`config.mk`:
```
export PLATFORM = sky130hd
export DESIGN_NAME = stat_ctrl
export DESIGN_NICKNAME = d
export VERILOG_FILES = /design/src/stat_pkg.sv /design/src/stat_ctrl.sv
export VERILOG_INCLUDE_DIRS = /design/src /design/src/src
export SDC_FILE = /design/constraint.sdc
export NUM_CORES = 1
export LEC_CHECK = 0
export BUFFER_PORTS_ARGS = -buffer_cell sky130_fd_sc_hd__buf_2
export CORE_AREA = 2 2 39 41
export CTS_CLUSTER_DIAMETER = 50
export CTS_CLUSTER_SIZE = 24
export DETAILED_ROUTE_END_ITERATION = 6
export DIE_AREA = 0 0 41 43
export SETUP_SLACK_MARGIN = 0.15
export SYNTH_ARGS = -nofsm -noshare
export SYNTH_HDL_FRONTEND = slang
export SYNTH_SLANG_ARGS = --single-unit
```
`constraint.sdc`:
```
create_clock -name clock -period 2.85 [get_ports clock]
set_input_delay 0.4275 -clock clock [delete_from_list [all_inputs] [get_ports clock]]
set_output_delay 0.4275 -clock clock [all_outputs]
set_load 0.05 [all_outputs]
```
`src/session_time_accumulator_table_macros.svh`:
```
// Assertion helpers; clock and reset are taken from the enclosing module.
`ifndef SESSION_TIME_ACCUMULATOR_TABLE_MACROS_SVH
`define SESSION_TIME_ACCUMULATOR_TABLE_MACROS_SVH

// Same-cycle implication.
`define STAT_ASSERT_IMP(label, ante, cons) \
   label: assert property (@(posedge clock) disable iff (reset) (ante) |-> (cons)) \
      else $error("assertion failed");

// Next-cycle implication.
`define STAT_ASSERT_NXT(label, ante, cons) \
   label: assert property (@(posedge clock) disable iff (reset) (ante) |=> (cons)) \
      else $error("assertion failed");

`endif

```
`src/stat_pkg.sv`:
```
`timescale 1ns / 1ps

package stat_pkg;

   localparam int MAX_ENTRIES_DEFAULT = 1024;
   localparam int NAME_BYTES_DEFAULT  = 32;

   localparam int WORD_W        = 64;
   localparam int TIME_W        = 32;
   localparam int TOTAL_W       = 48;
   localparam int TYPE_W        = 8;
   localparam int FUNC_W        = 2;
   localparam int STATUS_W      = 3;
   localparam int ENTRY_INDEX_W = 10;
   localparam int CSR_INDEX_W   = 1;
   localparam int CSR_DATA_W    = 8;

   localparam logic [FUNC_W-1:0] FUNC_LOG   = 2'd0;
   localparam logic [FUNC_W-1:0] FUNC_CLOSE = 2'd1;
   localparam logic [FUNC_W-1:0] FUNC_QUERY = 2'd2;

   localparam logic [STATUS_W-1:0] STS_UPDATED   = 3'd0;
   localparam logic [STATUS_W-1:0] STS_IGNORED   = 3'd1;
   localparam logic [STATUS_W-1:0] STS_NOT_FOUND = 3'd2;
   localparam logic [STATUS_W-1:0] STS_FULL      = 3'd3;
   localparam logic [STATUS_W-1:0] STS_CLOSED    = 3'd4;

   localparam logic [CSR_INDEX_W-1:0] CSR_LOGIN  = 1'd0;
   localparam logic [CSR_INDEX_W-1:0] CSR_LOGOUT = 1'd1;

   localparam logic [TYPE_W-1:0] LOGIN_CODE_RESET  = 8'd7;
   localparam logic [TYPE_W-1:0] LOGOUT_CODE_RESET = 8'd8;

   typedef struct packed {
      logic load;
      logic walk;
      logic close_mode;
      logic act;
   } stat_cmd_type;

   typedef struct packed {
      logic hit;
      logic walk_done;
      logic rsp_busy;
   } stat_sts_type;

   typedef struct packed {
      logic [TOTAL_W-1:0] total;
      logic [TIME_W-1:0]  login;
      logic               open;
   } stat_entry_type;

endpackage

```
`src/stat_ctrl.sv`:
```
`timescale 1ns / 1ps
`include "session_time_accumulator_table_macros.svh"

module stat_ctrl (
   input  logic                        clock,
   input  logic                        reset,
   input  logic                        req_valid,
   input  logic [stat_pkg::FUNC_W-1:0] req_func,
   output logic                        req_ready,
   input  stat_pkg::stat_sts_type      sts,
   output stat_pkg::stat_cmd_type      cmd
);
   import stat_pkg::*;

   localparam logic [1:0] S_IDLE  = 2'd0;
   localparam logic [1:0] S_SCAN  = 2'd1;
   localparam logic [1:0] S_CLOSE = 2'd2;
   localparam logic [1:0] S_ACT   = 2'd3;

   logic [1:0] state_ff;
   logic [1:0] state_in;
   logic       req_fire;

   always_comb begin
      state_in  = state_ff;
      cmd       = '0;
      req_ready = (state_ff == S_IDLE);
      req_fire  = req_valid && req_ready;
      unique case (state_ff)
         S_IDLE: begin
            if (req_fire) begin
               cmd.load = 1'b1;
               unique case (req_func)
                  FUNC_LOG, FUNC_QUERY: state_in = S_SCAN;
                  FUNC_CLOSE:           state_in = S_CLOSE;
                  default:              state_in = S_ACT;
               endcase
            end
         end
         S_SCAN: begin
            cmd.walk = 1'b1;
            if (sts.hit || sts.walk_done) state_in = S_ACT;
         end
         S_CLOSE: begin
            cmd.walk       = 1'b1;
            cmd.close_mode = 1'b1;
            if (sts.walk_done) state_in = S_ACT;
         end
         S_ACT: begin
            if (!sts.rsp_busy) begin
               cmd.act  = 1'b1;
               state_in = S_IDLE;
            end
         end
      endcase
   end

   always_ff @(posedge clock) begin
      if (reset) begin
         state_ff <= S_IDLE;
      end else begin
         state_ff <= state_in;
      end
   end

   `STAT_ASSERT_NXT(a_fire_leaves_idle, req_fire, state_ff != S_IDLE)
   `STAT_ASSERT_IMP(a_act_needs_slot, cmd.act, !sts.rsp_busy)
   `STAT_ASSERT_IMP(a_load_alone, cmd.load, !cmd.walk && !cmd.act)

endmodule

```
## Word-level counts from Yosys, hierarchy flattened

Cells that the tools add are included.

- Output and inout port bits: 5
- Bits in registers: 2

- Mux-type cells: 12
- Eq/ne operators: 9
- Reduce and logical (&&, ||, !) cells: 7

Operators with widths:

| operator | number |
|---|---|
| 2-to-1 mux 2 bit | 4 |
| one-hot mux 2 bit (4 select lines) | 1 |
| == test 2 bit (second input constant) | 3 |
| 2-to-1 mux 1 bit | 6 |
| inequality test 2 bit (second input constant) | 3 |
| == test 2 x 1 -> 1 bit (second input constant) | 2 |
| zero test 2 bit | 2 |
| one-hot mux 2 bit (2 select lines) | 1 |
| AND reduction 4 bit | 1 |
| OR reduction 2 bit | 2 |
| inequality test 2 x 1 -> 1 bit (second input constant) | 1 |
| logical AND 1 bit | 1 |
| logical OR 1 bit | 1 |

## Depth between registers and ports, before layout

Gate-level depths: netlist of run 1.

- Word-level depth: 5
- Depth in mapped cells: 6
- Depth with buffers taken out: 6

## Worst setup path after synthesis of run 1

Ideal clock, no wire load.

- Kind: register to output
- Start point: register state_ff[0]
- End point: output port cmd[3] in the netlist's numbering
- Required time: 2423 ps
- Setup slack: 1010 ps
- Stages on the path, launching flop included: 4
- Data arrival time: 1412 ps
- Path through: dfxtp_1 inv_1 ha_1 and2_1

RTL lines:

| what | line | text |
|---|---|---|
| start, declared | stat_ctrl.sv:20 | `logic [1:0] state_ff;` |
| start signal, assigned | stat_ctrl.sv:62 | `state_ff <= state_in;` |
| end, declared | stat_ctrl.sv:11 | `output stat_pkg::stat_cmd_type cmd` |

==> flow_metrics.tcl, run 1 <==
set metrics [dict create \
    ys_top_cells_by_area "ha_1, dfxtp_1, inv_1" \
    grt_pass1_vias 226 \
    final_cell_mix "buf_2, ha_1, inv_1" \
    netlist_area_um2 220 \
    finalHoldViolCount 0 \
    cts.hold.buffers_added 0 \
    clock_latency_ps 230 \
    antennaDiodeCount 0 \
    final_common_cell "buf_2" \
    clk_pin_slew_ps 30 \
    cts_sinks 2 \
    setup_viol 0 \
    setup_tns_ps 0 \
    drive_gt1_frac 0.439 \
    drc 0 \
    crit_path_start_kind "register" \
    layout.cells.non_filler 57 \
    ir_worst_vdd_v 0.000531 \
    outcome "complete, no violations" \
    grt_max_degree 5 \
    cts_buffers 3 \
    worstSetupPathType "reg2out" \
    synth_xor_xnor_area_share 0 \
    area_growth_syn_to_layout_pct 46.6 \
    yosys.cell_types.count 16 \
    worstPathRequired_ps 2420 \
    crit_fanout 4 \
    synth-simple-area-share 0.222 \
    hp-class "in2reg" \
    htreeDepth 1 \
    grt-ovfl-total 0 \
    yosysSeqAreaShare 0.182 \
    grtUsageMet3 0.0314 \
    initial_core_util 0.159 \
    synth_top_family_by_area "adder cells" \
    drt_iter0_markers 3 \
    antenna_found_initial 0 \
    synth_cells 26 \
    die-width_um 41 \
    rows 14 \
    rsz0062_at_grt "no" \
    nNetsFinal 56 \
    yosys.area.top_type_share 0.284 \
    drv_cap 0 \
    period_share 0.593 \
    ctsLongestPathBuffers 2 \
    crit_slowest_cell "dfxtp_1" \
    cts_tree "built" \
    p_leak_nw 0.168 \
    ys_seq_elements 2 \
    synth_area_per_cell_um2 8.47 \
    power_density_mw_per_mm2 1260 \
    place_congestion 0.658 \
    reg_top3 "state_ff x2" \
    routed_via_density 4.09 \
    syn_nets 39 \
    vias 233 \
    worst_pin_slew_ps 289 \
    synth_compound_area_frac 0.199 \
    crit_path_end_kind "output port" \
    io_pins 13 \
    ctsResizeCount 0 \
    portBuffers 12 \
    wirelength_um 511 \
    grt_usage 0.0721 \
    grtUsageMet1 0.0671 \
    slew_headroom 0.805 \
    ant_nets 0 \
    synthMuxAreaShare 0.0455 \
    path_cells "inv_1, ha_1, buf_2" \
    largest_reg_flops 2 \
    yosys_warnings 0 \
    cts_setup_buffers 0 \
    fin_crit_ps 1690 \
    synth-adder-area-share 0.284 \
    design.die.area_mm2 0.00176 \
    core_area_mm2 0.00138 \
    cts_root_buffer "clkbuf_4" \
    arrival_ps 1260 \
    yosysTopAreaCell "ha_1" \
    drv_slew 0 \
    busiest_layer "met2" \
    cpPeakStageDelay_ps 340 \
    use_met2 0.103 \
    fmax_mhz 592 \
    routedWlPerCell_um 8.96 \
    die_h_um 43 \
    clock_skew_ps 2.19 \
    dpl.cell_count 54 \
    regMostFlops "state_ff" \
    grt_pass1_wl_um 779 \
    firstDrtPassIters 2 \
]
[final cells by class]
type	instances	area (µm²)
multi-input combinational	20	165
clock buffer	3	22.5
inverter	4	15.0
fill	159	1060
tap	16	20.0
sequential	2	40.0
timing repair buffer	12	60.1
[critical path: cells and delay by family (launching register included)]
kind       cells  cell delay, ps
flops          1             340
buf+inv        2             370
fa+ha+maj      1             320
[routing by layer]
layer	routed length, µm	vias up	part of all wire
met3	50	2	0.098
met2	252	12	0.49
met1	193	100	0.38
li1	-	119	-
met5	0	-	0
met4	13	0	0.025
[where the power goes]
group          internal (mW)  switching (mW)
clock network         0.0465          0.0170
logic                 0.0823           0.210
registers             0.0411         0.00933
total                  0.170           0.236
[cell families (layout without fill, tap and decap cells)]
family          after synthesis  after routing
simple gates                  8              8
fa+ha+maj                     5              5
buf+inv                       4             19
flops                         2              2
compound gates                6              6
mux                           1              1
[path summary, 6_finish.rpt]
kind | start | endpoint | slack, ps | cells past startpoint
worst max register to register | state_ff[0]$_SDFFE_PP0P_ | state_ff[0]$_SDFFE_PP0P_ | 1370 | 6
worst max-delay path | state_ff[0]$_SDFFE_PP0P_ | cmd[2] | 1160 | 3
worst min-delay path | reset | state_ff[0]$_SDFFE_PP0P_ | 430 | 2
worst min register to register | state_ff[0]$_SDFFE_PP0P_ | state_ff[0]$_SDFFE_PP0P_ | 590 | 2
[stage by stage]
step | power [mW] | setup WS [ps] | cell area [µm²] | hold slack (ps) | util
2_1_floorplan | 0.299 | 1010 | 220 | 529 | -
3_3_place_gp | 0.343 | 1380 | 300 | 589 | 0.217
3_5_place_dp | 0.348 | 1360 | 300 | 599 | 0.217
4_1_cts | 0.417 | 1130 | 323 | 423 | 0.233
5_1_grt | 0.448 | 1070 | 323 | 452 | 0.233
6_report | 0.406 | 1160 | 323 | 434 | 0.233
[Yosys cell counts (all sizes together)]
cell / n
nand2b: 1
nand2: 1
ha: 5
nor2: 2
and2b: 1
and2: 1
dfxtp: 2
or4: 1
mux2i: 1
inv: 4
nand3b: 1
a21oi: 1
o31ai: 1
o21ai: 3
o41ai: 1
Power figures use the tool's default switching activity.
==> run 2, diff against run 1 <==
==> constraint.sdc (replaced) <==
create_clock -name clock -period 1.75 [get_ports clock]
set_input_delay 0.2625 -clock clock [delete_from_list [all_inputs] [get_ports clock]]
set_output_delay 0.2625 -clock clock [all_outputs]
set_load 0.05 [all_outputs]
==> run 2 against run 1 <==
Final cell count unchanged. Die area unchanged. First-iteration DRC count decreased by 33%. Register-to-register slack got worse by 1100 ps. Total power increased by 68%. Clock power increased by 56%. Sequential power increased by 66%. Setup slack got worse by 950 ps. Worst hold slack got worse by 160 ps. Utilization increased by 0.45 points. Sequential share of layout area decreased by 0.24 points. Clock-buffer cell count unchanged. Critical path type unchanged.
==> flow_metrics.tcl, run 2 (synthesized netlist as in run 1, its figures left out) <==
set metrics [dict create \
    hold_path_depth 2 \
    rsz0062_at_grt "no" \
    layout.cells.non_filler 57 \
    grt_max_degree 5 \
    ant_nets 0 \
    place_congestion 0.621 \
    worstSetupPathType "reg2out" \
    arrival_ps 1270 \
    worst_pin_slew_ps 264 \
    clock_skew_ps 1.61 \
    ff2ff_setup_slack_ps 260 \
    dpl.cell_count 54 \
    cts_buffers 3 \
    pwr-share-comb 0.732 \
    rows 14 \
    worstPathRequired_ps 1490 \
    clock_latency_ps 220 \
    dpl_worst_slack_ps 255 \
    cts_sinks 2 \
    power.switching_uw 390 \
    htreeDepth 1 \
    reg_top3 "state_ff x2" \
    crit_path_end_kind "output port" \
    routed_via_density 3.91 \
    crit_path_start_kind "register" \
    core_area_mm2 0.00138 \
    period_share 0.878 \
    grt_pass1_vias 192 \
    antennaDiodeCount 0 \
    regMostFlops "state_ff" \
    outcome "complete, no violations" \
    cts_tree "built" \
    drv_slew 0 \
    grt-ovfl-total 0 \
    hp-class "in2reg" \
    fin_crit_ps 1540 \
    setup_viol 0 \
    ctsLongestPathBuffers 2 \
    io_pins 13 \
    cts_root_buffer "clkbuf_4" \
    setup_slack_ps 214 \
    slew_headroom 0.822 \
    clk_pin_slew_ps 30 \
    firstDrtPassIters 2 \
    initial_core_util 0.159 \
    fmax_mhz 651 \
    p_leak_nw 0.168 \
    finalHoldViolCount 0 \
    crit_fanout 4 \
    power_density_mw_per_mm2 2070 \
    wirelength_um 485 \
    cts_setup_buffers 0 \
    setup_tns_ps 0 \
    cts.hold.buffers_added 0 \
    ctsResizeCount 0 \
    crit_slowest_cell "ha_2" \
    p_int_uw 290 \
    antenna_found_initial 0 \
    design.die.area_mm2 0.00176 \
    die_h_um 43 \
    portBuffers 12 \
    pwr-share-clk 0.146 \
    nNetsFinal 56 \
    final_common_cell "buf_2" \
    ir_worst_vdd_v 0.000730 \
    cpPeakStageDelay_ps 350 \
    die-width_um 41 \
    drv_cap 0 \
    worst_r2r_path_depth 6 \
    area_growth_syn_to_layout_pct 49.4 \
    largest_reg_flops 2 \
    path_cells "inv_1, ha_2, buf_2" \
    drive_gt1_frac 0.512 \
    vias 223 \
    drt_iter0_markers 2 \
    switching_share 0.573 \
    grt_usage 0.0601 \
    final_cell_mix "buf_2, ha_1, inv_1, clkbuf_4" \
    grt_pass1_wl_um 703 \
    routedWlPerCell_um 8.51 \
    drc 0 \
    seq_power_share 0.123 \
]
==> run 2: cell counts in the layout (fill, tap and decap cells not counted) <==
No cell type changed its count.
==> run 2: cell type report <==
type,instances,area [µm²]
repair buffers,12,62.6
multi-input cells,20,169
clock buffers,3,22.5
well taps,16,20.0
fillers,164,1050
flip-flops and latches,2,40.0
inverters,4,15.0
==> run 2: stage by stage <==
stage	hold WS, ps	power [mW]	cell area (µm²)	utilization
after detailed placement	497	0.576	304	0.220
after global placement	507	0.567	304	0.220
after global routing	287	0.743	329	0.238
after floorplan	364	0.500	224	-
after CTS	264	0.681	327	0.236
final	270	0.680	329	0.238
==> run 2: critical path: cells and delay by family, from the launching register on <==
family,cells,cell delay (ps)
flip-flops,1,340
buffers and inverters,2,370
adder cells (fa/ha/maj),1,350
==> run 2: final timing paths <==
kind,start,end
setup / recovery,state_ff[1]$_SDFFE_PP0P_,cmd[2]
hold / removal,reset,state_ff[0]$_SDFFE_PP0P_
setup reg to reg,state_ff[1]$_SDFFE_PP0P_,state_ff[0]$_SDFFE_PP0P_
hold reg to reg,state_ff[0]$_SDFFE_PP0P_,state_ff[0]$_SDFFE_PP0P_
==> run 2: metal layers <==
layer,part of all wire,track usage,routed length (µm),up-vias
li1,-,-,-,120
met1,0.52,0.0735,251,91
met2,0.39,0.0781,189,12
met3,0.091,0.0314,44,0
met4,0,0.0400,0,0
met5,0,0,0,-
==> run 2: power groups by stage <==
stage / Clock (mW) / Combinational [mW] / Sequential, mW
floorplan: 0 / 0.420 / 0.0801
global placement: 0 / 0.486 / 0.0813
detailed placement: 0 / 0.492 / 0.0834
CTS: 0.105 / 0.494 / 0.0827
global route: 0.115 / 0.541 / 0.0873
finish: 0.0990 / 0.498 / 0.0836
==> run 3, diff against run 2 <==
--- a/config.mk
+++ b/config.mk
@@ -12,6 +12,7 @@
 export CTS_CLUSTER_SIZE = 24
 export DETAILED_ROUTE_END_ITERATION = 6
 export DIE_AREA = 0 0 41 43
+export RECOVER_POWER = 100
 export SETUP_SLACK_MARGIN = 0.15
 export SYNTH_ARGS = -nofsm -noshare
 export SYNTH_HDL_FRONTEND = slang
==> run 3 against run 2 <==
Non-clock buffer count is the same. Register-to-register slack got worse by 20 ps. Global-route usage unchanged. Combinational power shrank 2%. Largest cell class unchanged. Highest routed layer unchanged.
==> flow_metrics.tcl, run 3 (synthesized netlist as in run 1, its figures left out) <==
set metrics [dict create \
    worst_pin_slew_ps 264 \
    grt_pass1_wl_um 703 \
    routedWlPerCell_um 8.49 \
    fin_util 0.236 \
    rsz0062_at_grt "no" \
    routed_via_density 3.89 \
    ant_nets 0 \
    fmax_mhz 642 \
    final_cell_mix "buf_2, clkbuf_2, inv_1, ha_1, clkbuf_4" \
    finalInstanceArea_um2 327 \
    drv_cap 0 \
    hp-class "in2reg" \
    setup_tns_ps 0 \
    htreeDepth 1 \
    cts_sinks 2 \
    dpl.cell_count 54 \
    reg_top3 "state_ff x2" \
    worst_r2r_path_depth 6 \
    pwr-share-comb 0.730 \
    fin_crit_ps 1560 \
    hold_path_depth 2 \
    worstHoldStart "reset" \
    portBuffers 12 \
    crit_path_start_kind "register" \
    firstDrtPassIters 2 \
    worstSetupPathType "reg2out" \
    power_uw 672 \
    cts_buffers 3 \
    ctsLongestPathBuffers 2 \
    switching_share 0.578 \
    multi_input_area_um2 169 \
    drive_gt1_frac 0.488 \
    period_share 0.891 \
    clock_skew_ps 1.61 \
    core_area_mm2 0.00138 \
    grt_usage 0.0601 \
    power_density_mw_per_mm2 2060 \
    regMostFlops "state_ff" \
    power.switching_uw 388 \
    worstPathRequired_ps 1490 \
    crit_path_end_kind "output port" \
    seq_area_um2 40.0 \
    wirelength_um 484 \
    p_int_uw 283 \
    fin_hold_ws_ps 271 \
    antenna_found_initial 0 \
    vias 222 \
    cts_setup_buffers 0 \
    cts_root_buffer "clkbuf_4" \
    design.die.area_mm2 0.00176 \
    setup_viol 0 \
    setup_slack_ps 191 \
    ir_worst_vdd_v 0.000729 \
    r2r_start "state_ff[0]$_SDFFE_PP0P_" \
    grt_max_degree 5 \
    drt_iter0_markers 2 \
    crit_fanout 4 \
    pwr-share-clk 0.147 \
    dpl_worst_slack_ps 255 \
    drv_slew 0 \
    finalHoldViolCount 0 \
    nNetsFinal 56 \
    clock_latency_ps 220 \
    slew_headroom 0.822 \
    layout.cells.non_filler 57 \
    antennaDiodeCount 0 \
    rows 14 \
    place_congestion 0.621 \
    final_common_cell "buf_2" \
    clk_pin_slew_ps 30 \
    crit_start "state_ff[0]$_SDFFE_PP0P_" \
    area_growth_syn_to_layout_pct 48.3 \
    arrival_ps 1300 \
    die-width_um 41 \
    die_h_um 43 \
    p_leak_nw 0.166 \
    seq_power_share 0.122 \
    initial_core_util 0.159 \
    largest_reg_flops 2 \
    outcome "complete, no violations" \
    drc 0 \
    grt_pass1_vias 192 \
    io_pins 13 \
    n_fill_cell 165 \
    placed_cell_area_um2 304 \
    grt-ovfl-total 0 \
    cts_tree "built" \
]
-- run 3: changes by cell type in the layout (fill, tap and decap cells not counted) --
cell	delta
inv_1	+1
buf_2	-4
buf_4	-1
inv_2	-1
clkbuf_2	+5
-- run 3: what timing repair did --
item                                    4_1_cts  5_1_grt
hold buffers                                  0        0
resized for setup                             0        3
endpoints found under the setup margin        0        3
-- run 3: metal layers --
metal	track usage	share of wire	vias up
li1	-	-	119
met1	0.0735	0.52	91
met2	0.0781	0.39	12
met3	0.0314	0.089	0
met4	0.0400	0	0
met5	0	0	-
-- run 3: worst paths after layout --
check / endpoint / slack [ps]
worst min register to register: state_ff[0]$_SDFFE_PP0P_ / 590
worst min-delay path: state_ff[0]$_SDFFE_PP0P_ / 270
worst max register to register: state_ff[0]$_SDFFE_PP0P_ / 240
worst max-delay path: cmd[3] / 190
-- run 3: power by group through the flow --
| stage | Sequential [mW] | Combinational, mW | Clock [mW] |
|---|---|---|---|
| after floorplan | 0.0801 | 0.420 | 0 |
| after global placement | 0.0813 | 0.486 | 0 |
| after detailed placement | 0.0834 | 0.492 | 0 |
| after CTS | 0.0827 | 0.494 | 0.105 |
| after global routing | 0.0859 | 0.536 | 0.115 |
| final | 0.0821 | 0.490 | 0.0990 |
-- run 3: area by class of cell --
cell class              instances  area share
multi-input cells              20       0.517
clock buffers                   3      0.0690
flip-flops and latches          2       0.123
inverters                       4      0.0460
repair buffers                 12       0.184
well taps                      16      0.0613
-- run 3: critical path: stages (launching register included) --
cell and delay (ps):
dfxtp_1 340, inv_1 100, ha_1 230, and2_2 170, clkbuf_2 230
